<file path="src/rtl/core/psd_pkg.sv">
`timescale 1ns / 1ps
`default_nettype none

package psd_pkg;

    localparam int COORD_W        = 16;
    localparam int DIAM_W         = 18;
    localparam int MAX_POINTS_DEF = 256;
    localparam int COORD_BITS_DEF = 16;

    localparam logic signed [COORD_W-1:0] BOX_MIN_INIT = 16'sh7FFF;
    localparam logic signed [COORD_W-1:0] BOX_MAX_INIT = 16'sh8000;

    // status of a multi-cycle unit
    typedef struct packed {
        logic busy;
        logic done;
    } unit_stat_t;

endpackage

`default_nettype wire

</file>
<file path="src/rtl/core/psd_dist.sv">
`timescale 1ns / 1ps
`default_nettype none

module psd_dist #(
    parameter int EXT_BITS = psd_pkg::COORD_BITS_DEF
) (
    input  wire logic                          clk,
    input  wire logic                          rst_n,
    input  wire logic                          in_vld,
    input  wire logic [3*EXT_BITS-1:0]         pa,
    input  wire logic [3*EXT_BITS-1:0]         pb,
    output logic      [2*(EXT_BITS+1)+1:0]     sum,
    output psd_pkg::unit_stat_t                stat
);

    localparam int DW = EXT_BITS + 1;
    localparam int PW = 2 * DW;
    localparam int SW = PW + 2;

    logic signed [DW-1:0] diff_comb [3];
    logic signed [DW-1:0] diff_reg  [3];
    logic        [PW-1:0] sq_reg    [3];
    logic        [SW-1:0] sum_reg;
    logic                 v1_reg;
    logic                 v2_reg;
    logic                 v3_reg;

    always_comb
    begin
        for (int k = 0; k < 3; k++)
        begin
            diff_comb[k] = signed'({pa[k*EXT_BITS + EXT_BITS - 1], pa[k*EXT_BITS +: EXT_BITS]})
                         - signed'({pb[k*EXT_BITS + EXT_BITS - 1], pb[k*EXT_BITS +: EXT_BITS]});
        end
    end

    always_ff @(posedge clk or negedge rst_n)
    begin
        if (!rst_n)
        begin
            v1_reg <= 1'b0;
            v2_reg <= 1'b0;
            v3_reg <= 1'b0;
        end
        else
        begin
            v1_reg <= in_vld;
            v2_reg <= v1_reg;
            v3_reg <= v2_reg;
        end
    end

    always_ff @(posedge clk)
    begin
        for (int k = 0; k < 3; k++)
        begin
            diff_reg[k] <= diff_comb[k];
            sq_reg[k]   <= unsigned'(PW'(diff_reg[k]) * PW'(diff_reg[k]));
        end
        sum_reg <= SW'(sq_reg[0]) + SW'(sq_reg[1]) + SW'(sq_reg[2]);
    end

    assign sum       = sum_reg;
    assign stat.done = v3_reg;
    assign stat.busy = v1_reg | v2_reg | v3_reg;

endmodule

`default_nettype wire

</file>
<file path="config.mk">
export PLATFORM = sky130hd
export DESIGN_NAME = psd_dist
export DESIGN_NICKNAME = d
export VERILOG_FILES = /design/src/rtl/core/psd_pkg.sv /design/src/rtl/core/psd_dist.sv
export SDC_FILE = /design/constraint.sdc
export NUM_CORES = 2
export LEC_CHECK = 0
export BUFFER_PORTS_ARGS = -buffer_cell sky130_fd_sc_hd__buf_2
export CAP_MARGIN = 20
export CORE_ASPECT_RATIO = 1.4
export CORE_MARGIN = 2
export CORE_UTILIZATION = 45
export CTS_CLUSTER_DIAMETER = 80
export CTS_CLUSTER_SIZE = 25
export DETAILED_ROUTE_END_ITERATION = 12
export PLACE_DENSITY = 0.67
export SETUP_SLACK_MARGIN = 0.05
export SLEW_MARGIN = 40
export SYNTH_ARGS = -nofsm -noshare
export SYNTH_HDL_FRONTEND = slang
export SYNTH_SLANG_ARGS = --single-unit
export TNS_END_PERCENT = 100
</file>
<file path="constraint.sdc">
create_clock -name clk -period 7.2 [get_ports clk]
set_input_delay 1.08 -clock clk [delete_from_list [all_inputs] [get_ports clk]]
set_output_delay 1.08 -clock clk [all_outputs]
set_load 0.01 [all_outputs]
</file>
==> flow_metrics.tcl <==
set metrics [dict create \
    synthTopCellsByCount "inv_1 (1,067), fa_1 (801), ha_1 (390)" \
    synthCells 4039 \
    drtPass1Iterations 7 \
    fmaxAchievable_ghz 0.148 \
    die_w_um 250 \
    rsz0062_at_grt "false" \
    antenna_found_initial 0 \
    ys_top_cells_by_area "fa_1 (42%), ha_1 (13%), inv_1 (11%)" \
    crit_top_cell "fa_1" \
    final.min_clock_period_ns 6.75 \
    grt_usage_pct 20.8 \
    synth_cell_types 66 \
    dp.cells 5238 \
    fin_util_pct 48.5 \
    finalNonFillerCells 5269 \
    gp_congestion 0.894 \
    crit_path_end_kind "flip-flop" \
    area_growth_syn_to_layout_pct 7.13 \
    cp_cell_sequence "nand2_1 -> inv_1 -> fa_1 -> inv_1 -> fa_1 -> fa_1 -> inv_1 -> fa_1 -> fa_1 -> inv_1 -> fa_1 -> inv_1 -> ha_1 -> a21o_1 -> a21o_1 -> a21o_1 -> a221oi_2 -> o21ai_1 -> a221oi_2 -> o21bai_1 -> a21oi_1 -> xnor2_1" \
    slew_viol_final 0 \
    worstSetupPathType "reg -> reg" \
    syn_avg_cell_area_um2 9.42 \
    hold_viol 0 \
    layout-drive-gt1-share_pct 6.19 \
    rrSetupSlack_ns 0.45 \
    n_antenna_cell 0 \
    coreArea_mm2 0.0840 \
    async_reset_ff_share_pct 1.59 \
    grt_overflow 0 \
    drv_cap 0 \
    synth_xor_area_share_pct 5.31 \
    synth_adder_area_share_pct 54.9 \
    cts_tree "built" \
    reg2regPathDepth 22 \
    pin_count 137 \
    synth_compound_area_share_pct 7.62 \
    seq_area_mm2 0.00380 \
    finalSetupViolCount 0 \
    synth-simple-area-share_pct 10.8 \
    largest_reg_flops 99 \
    required_ns 7.64 \
    clk_latency_ns 0.52 \
    muxShareOfSynthArea_pct 0.0789 \
    final_nets 5459 \
    cts_max_level 4 \
    critPathSlowestCell "dfxtp_1" \
    synth_top_area_share_pct 42.1 \
    grt_pass1_vias 29200 \
    relSlewSlack_pct 43.0 \
    tightestPinTransition_ns 0.853 \
    portBuffers 136 \
    die_area_mm2 0.0870 \
    row_count 126 \
    root_buffer "clkbuf_16" \
    start_util_pct 45.3 \
    viasPerCell 5.03 \
    dp_hpwl_mm 74.7 \
    synth_top_family_by_area "adder cells" \
    synth_fp_nets 5329 \
    r2r_start "diff_reg[0][2]" \
    cts_setup_buffers 0 \
    grt_pass1_wl_mm 142 \
    synth.cell_area_mm2 0.0381 \
    ctsLongestPathBuffers 2 \
    synth-seq-cells 189 \
    critPathTopFamily "adder cells" \
    cp_max_fo 21 \
    synth_top_cell_by_area "fa_1" \
    fp.dieH_um 348 \
    slowest_delay_ns 0.87 \
    nFillCells 7891 \
    antenna_left 0 \
    cts_buffers 17 \
    avgRoutedWirePerCell_um 16.2 \
    path_clk_slew_ns 0.08 \
    drcViolationCount 0 \
    fin_setup_tns_ns 0 \
    wirelength_mm 85.6 \
    period_share_pct 93.7 \
    yosysMostFrequentCell "inv_1" \
    critPathLaunchType "flip-flop" \
    synth_edf_count 0 \
    clock_skew_ns 0.0234 \
    multi_input_area_mm2 0.0300 \
    critPathArrivalTime_ns 7.19 \
    grt_max_degree 24 \
    yosys_warnings 0 \
    clock-sinks 189 \
    hold_path_class "in -> async" \
    critPathBufInv 5 \
    r2r_end "sq_reg[0][33]" \
    seq_area_frac_synth_pct 9.98 \
    dr.first_iter.drc_count 1047 \
    cts_resized 0 \
    status "finished, final reports clean" \
    synth_flop_cell "dfxtp_1" \
    num_vias 26500 \
    postCtsHoldBufs 0 \
]
## cells in the final DEF, fill, tap and decap left out, drive strengths merged, types with 24 or more instances in the layout
master  instances
inv          1072
fa            801
ha            390
nand2         300
buf           189
dfxtp         186
xnor2         184
and2          176
nor2          172
a21oi         117
o21ai          74
a21o           69
nor2b          65
xor2           47
nand3          33
nor3           32
nand2b         24
## per-stage QoR
stage | setup WS [ns] | hold WS, ns | cell area [um^2]
after CTS | 0.410 | 0.350 | 40800
final | 0.453 | 0.374 | 40800
after floorplan | 0.870 | 0.347 | 38100
after detailed placement | 0.453 | 0.363 | 40200
after global routing | 0.0750 | 0.364 | 40800
after global placement | 0.602 | 0.359 | 40200
## worst max path at each step
stage                     depth (start not counted)       startpoint  slack [ns]            end
after floorplan                                  22   diff_reg[0][2]        0.87  sq_reg[0][33]
after global placement                           20   diff_reg[0][2]        0.60  sq_reg[0][33]
after detailed placement                         20  diff_reg[0][22]        0.45  sq_reg[0][66]
after CTS                                        20  diff_reg[0][22]        0.41  sq_reg[0][66]
after global routing                             21  diff_reg[0][23]        0.08  sq_reg[0][66]
final                                            22   diff_reg[0][2]        0.45  sq_reg[0][33]
## cell families after synthesis
logic type / count (synthesis)
XOR/XNOR: 231
adder cells (fa/ha/maj): 1191
AND/OR/NAND/NOR: 854
AO/OA/AOI/OAI: 426
buffers and inverters: 1145
multiplexers: 3
flip-flops: 189
## layout make-up
class	instances	share of cell area [%]
Clock inverter	14	0.331
Inverter	1067	9.82
Multi-Input combinational cell	2705	73.5
Clock buffer	17	1.04
Tap cell	1088	3.34
Sequential cell	189	9.32
Timing Repair Buffer	189	2.64
## metal layers
| metal | vias to the layer above | global-route usage, % | part of all wire [%] |
|---|---|---|---|
| met5 | - | 0 | 0 |
| met2 | 539 | 41.3 | 57 |
| met3 | 209 | 1.83 | 2.8 |
| met4 | 0 | 10.3 | 5.2 |
| li1 | 12400 | - | - |
| met1 | 13300 | 21.6 | 35 |
Power is not shown: default switching activity piles up to over one toggle a cycle in this logic, so the estimate is an artifact.
