===== config.mk =====
export PLATFORM = sky130hd
export DESIGN_NAME = psd_isqrt
export DESIGN_NICKNAME = d
export VERILOG_FILES = /design/src/rtl/core/psd_pkg.sv /design/src/rtl/core/psd_isqrt.sv
export SDC_FILE = /design/constraint.sdc
export NUM_CORES = 1
export LEC_CHECK = 0
export CORE_AREA = 2 2 104 106
export CTS_CLUSTER_DIAMETER = 100
export CTS_CLUSTER_SIZE = 12
export DETAILED_ROUTE_END_ITERATION = 8
export DIE_AREA = 0 0 106 108
export DONT_BUFFER_PORTS = 1
export RECOVER_POWER = 100
export SYNTH_ARGS = -nofsm -noshare
export SYNTH_HDL_FRONTEND = slang
export SYNTH_SLANG_ARGS = --single-unit
export TNS_END_PERCENT = 5

===== constraint.sdc =====
create_clock -name clk -period 3.19 [get_ports clk]
set_input_delay 0.638 -clock clk [delete_from_list [all_inputs] [get_ports clk]]
set_output_delay 0.638 -clock clk [all_outputs]
set_load 0.1 [all_outputs]

===== src/rtl/core/psd_pkg.sv =====
`timescale 1ns / 1ps
`default_nettype none

package psd_pkg;

    localparam int COORD_W        = 16;
    localparam int DIAM_W         = 18;
    localparam int MAX_POINTS_DEF = 256;
    localparam int COORD_BITS_DEF = 16;

    localparam logic signed [COORD_W-1:0] BOX_MIN_INIT = 16'sh7FFF;
    localparam logic signed [COORD_W-1:0] BOX_MAX_INIT = 16'sh8000;

    // status of a multi-cycle unit
    typedef struct packed {
        logic busy;
        logic done;
    } unit_stat_t;

endpackage

`default_nettype wire


===== src/rtl/core/psd_isqrt.sv =====
`timescale 1ns / 1ps
`default_nettype none

module psd_isqrt #(
    parameter int SQ_W = 2 * (psd_pkg::COORD_BITS_DEF + 1) + 2
) (
    input  wire logic                clk,
    input  wire logic                rst_n,
    input  wire logic                start,
    input  wire logic [SQ_W-1:0]     rad,
    output logic      [SQ_W/2-1:0]   root,
    output psd_pkg::unit_stat_t      stat
);

    localparam int RT_W  = SQ_W / 2;
    localparam int CNT_W = $clog2(RT_W + 1);

    logic [SQ_W-1:0]   rad_reg;
    logic [RT_W+1:0]   rem_reg;
    logic [RT_W-1:0]   root_reg;
    logic [CNT_W-1:0]  cnt_reg;
    logic              done_reg;

    logic [RT_W+3:0]   shifted;
    logic [RT_W+3:0]   subtr;
    logic [RT_W+4:0]   trial;

    assign shifted = {rem_reg, rad_reg[SQ_W-1 -: 2]};
    assign subtr   = {2'b00, root_reg, 2'b01};
    assign trial   = {1'b0, shifted} - {1'b0, subtr};

    always_ff @(posedge clk or negedge rst_n)
    begin
        if (!rst_n)
        begin
            cnt_reg  <= '0;
            done_reg <= 1'b0;
        end
        else
        begin
            done_reg <= 1'b0;
            if (start)
            begin
                cnt_reg <= CNT_W'(RT_W);
            end
            else if (cnt_reg != '0)
            begin
                cnt_reg  <= cnt_reg - CNT_W'(1);
                done_reg <= (cnt_reg == CNT_W'(1));
            end
        end
    end

    // one result bit per cycle, restoring digit recurrence
    always_ff @(posedge clk)
    begin
        if (start)
        begin
            rad_reg  <= rad;
            rem_reg  <= '0;
            root_reg <= '0;
        end
        else if (cnt_reg != '0)
        begin
            rad_reg <= rad_reg << 2;
            if (!trial[RT_W+4])
            begin
                rem_reg  <= trial[RT_W+1:0];
                root_reg <= {root_reg[RT_W-2:0], 1'b1};
            end
            else
            begin
                rem_reg  <= shifted[RT_W+1:0];
                root_reg <= {root_reg[RT_W-2:0], 1'b0};
            end
        end
    end

    assign root      = root_reg;
    assign stat.busy = (cnt_reg != '0);
    assign stat.done = done_reg;

    a_start_busy: assert property (@(posedge clk) disable iff (!rst_n)
        start |=> stat.busy)
        else $error("isqrt not busy after start");

    a_done_idle: assert property (@(posedge clk) disable iff (!rst_n)
        stat.done |-> !stat.busy)
        else $error("isqrt done while still iterating");

    a_done_after_last: assert property (@(posedge clk) disable iff (!rst_n)
        stat.done |-> $past(cnt_reg == CNT_W'(1)))
        else $error("isqrt done without final step");

endmodule

`default_nettype wire


==> results list <==
- Maximum vdd ir drop: 331.3 µV
* Number of synthesized flops with an enable pin: 36
* Die outline height: between 100 and 150 µm
- Yosys printed 0 warnings.
* Count of pins on the block boundary: a little under 60
- Slew at the pin with the worst max-slew slack: 1653 ps
* Remaining routing DRC violations: 0
- Routed length per instance: 15.97 µm
- Initial standard-cell utilization of the core: 44.29%
- Startpoint type of the worst setup path: flip-flop
- The worst register-to-register path begins at root[0].
- The completed layout was analyzed and its total power is ~0.0043 W.
- The number of gates resized after CTS was 0.
* P_leak: around 1.8 nW
- Core area: 0.01023 mm²
* Iteration count of the initial detailed-routing pass: 5
- Area of placed instances: roughly 0.0048 mm²
- HP Class: input port to flip-flop
- The worst register-to-register path ends at rem_reg[17].
* CTS hold repair buffers: 1
* Routability congestion estimate from global placement: roughly 0.87
* Hold path startpoint: start
* Crit path from: root[0]
- The die covers 0.01145 mm².
- In this run the tightest slew margin relative to its limit is -10.17%.
- Sequential share of the synthesized area: 43.95%
- Maximum clock skew at final layout: about 10 ps
* Number of buffers inserted to repair setup after CTS: 0
- The later pin in the worst-skew pair is clocked with a latency of 360 ps.
- The number of antenna diodes in the final layout is 0.
- Total wire length: 9.872 mm
- The first global-routing pass estimated between 15 and 20 mm of wire.
- The number of antenna violations at the first check in global routing is 0.
- Commonest register cell after synthesis: sky130_fd_sc_hd__dfxtp_1
- After technology mapping, the gate count stands at 473.
* Share of flip-flops with an asynchronous set or reset: 7.500%
* Num Clock Sinks: 80
- The register with the most flip-flops in the layout has 36 of them.
* Setup repair after global routing missed its margin: no
- Area added between synthesis and finish: 7.344%
* Worst setup path endpoint: rem_reg[17]
* Mean number of vias per cell: 5.634
- Total setup violations reported at the end of the flow: 0
- The finished cells cover a little under 0.005 mm².
* Power Dens Cells: 891.3 mW/mm²
- CTS Buf Count: 9
- TritonCTS clock tree: built
* Part of the cycle the worst path needs: slightly below 90%
- Remaining antenna violation count after routing: 0
- The checks that failed: max-capacitance violations, max-slew violations.
- Vias post-DR: 3,482
- The final layout contains 538 nets.
* Final worst path period need: 2833 ps
- Total standard cell area after synthesis: 0.004532 mm²
* Most frequent cells in the layout: sky130_fd_sc_hd__nand2_1, sky130_fd_sc_hd__dfxtp_1, sky130_fd_sc_hd__edfxtp_1
- Number of distinct standard cells referenced by the synthesized netlist: 62
- Averaged over all synthesized cells, the footprint is 9.581 µm².
- Final slew viol count: 37
- The setup check on the worst reg-to-reg path leaves a slack of 360 ps.
- The initialized floorplan defines 37 standard-cell rows.
* CTS Buffer Depth: 2
* Worst R2R Path Depth: 8
- Summed over all nets, the half-perimeter wirelength after detailed placement is between 6 and 7 mm.
- Maximum fanout along the worst path: 7
- The worst setup path is captured at a flip-flop.
* H-tree depth: 3
* Total congestion overflow after global routing: 0
- Minimum hold slack: 361.3 ps
- Fraction of final layout cells with drive strength greater than 1: between 10% and 20%
- Drt first-iter violations: 217
* Register clock-pin slew on the reported worst setup and hold paths: 90 ps
- Buffers on Ports: 0
- Number of maximum-capacitance constraint violations: 1
- Worst Hold Depth: 1
- The floorplan step set the die width to 106 µm.
- Global routing consumed, over all layers together, 18.39% of the routing resources.
- Mapped Nets: 534
- FF+latch count, synth: 80
- Outcome: finished with violations
- Final Hold Viols: 0
* Fmax: ~350 MHz
* Vias in the first global route: about 3,500
- The library cell used most frequently in the layout, excluding fill and tap cells, is sky130_fd_sc_hd__nand2_1.
- In this run the clock root is driven by a sky130_fd_sc_hd__clkbuf_8.
* Required arrival time at the worst endpoint: 3420 ps
- The critical path in this run is classified as flip-flop to flip-flop.
- Setup total negative slack: 0 ps
- Data on the critical path arrives at its endpoint at 3060 ps.
* Largest net degree at the start of global routing: 89
-- cell usage after synthesis (all sizes together) (3+ instances only) --
cell      n  area [µm²]
a211o     3       35.04
nand2b    3       18.77
a21o      5       37.54
inv      28       105.1
nor3     12       60.06
a21oi    32       160.2
dfxtp    38       760.7
a211oi    8       65.06
edfxtp   36        1081
dfrtp     6       150.1
nand4     6       37.54
clkbuf   21       78.83
nand3b    8       60.06
xnor2     8       70.07
o21a      3       22.52
nand3     6       30.03
ha       22       275.3
or3       4       25.02
buf       9       51.29
a2111oi   3       32.53
a311oi   10       93.84
and2      6       37.54
nand2    59       221.5
xor2      7       61.31
mux2     34       382.9
nor4      6       43.79
o21ai    20       100.1
nor2     35       131.4
-- worst min path at each step --
stage,end,slack (ps)
finish,root[12],360
global placement,done_reg,340
detailed placement,cnt_reg[1],340
CTS,rem_reg[5],320
floorplan,cnt_reg[0],340
global route,root[16],320
-- area by class of cell --
type                    instances  area [µm²]
inverters                      29       108.9
multi-input cells             334        2282
well taps                     136       170.2
clock inverters                 7       71.32
flip-flops and latches         80        1992
fillers                       965        5366
clock buffers                   9       123.9
repair buffers                 23       116.4
-- routing by layer --
layer | share of wire, % | track usage [%]
met5 | 0 | 0
met4 | 2.2 | 8.835
met3 | 5.7 | 3.737
met2 | 48 | 29.91
met1 | 44 | 23.55
-- worst max-delay path, stage by stage, from the launching register on --
cell	delay [ps]
sky130_fd_sc_hd__dfxtp_1	340
sky130_fd_sc_hd__inv_1	50
sky130_fd_sc_hd__ha_1	240
sky130_fd_sc_hd__or3_1	370
sky130_fd_sc_hd__o2bb2ai_1	510
sky130_fd_sc_hd__o211ai_1	300
sky130_fd_sc_hd__and2_0	290
sky130_fd_sc_hd__a2111oi_0	480
sky130_fd_sc_hd__nor4_1	110
-- metrics by stage --
step | utilization [%] | worst slack [ps] | instances
3_3_place_gp | 46.45 | 699.6 | 601
5_1_grt | 47.55 | 183.6 | 618
6_report | 47.55 | 357.3 | 618
3_5_place_dp | 46.45 | 574.7 | 601
2_1_floorplan | - | 193.3 | 473
4_1_cts | 48.45 | 559.3 | 618
-- where the power goes --
group | internal, W | switching [W]
Combinational | 0.000884 | 0.00133
Sequential | 0.00126 | 0.000110
Clock | 0.000363 | 0.000389
-- logic make-up after synthesis --
logic type	Yosys count	synth area share (%)
mux	36	8.890
fa+ha+maj	22	6.074
compound gates	107	16.76
xor+xnor	15	2.899
flops	80	43.95
simple gates	154	16.15
buf+inv	59	5.273
Power figures use the tool's default switching activity.
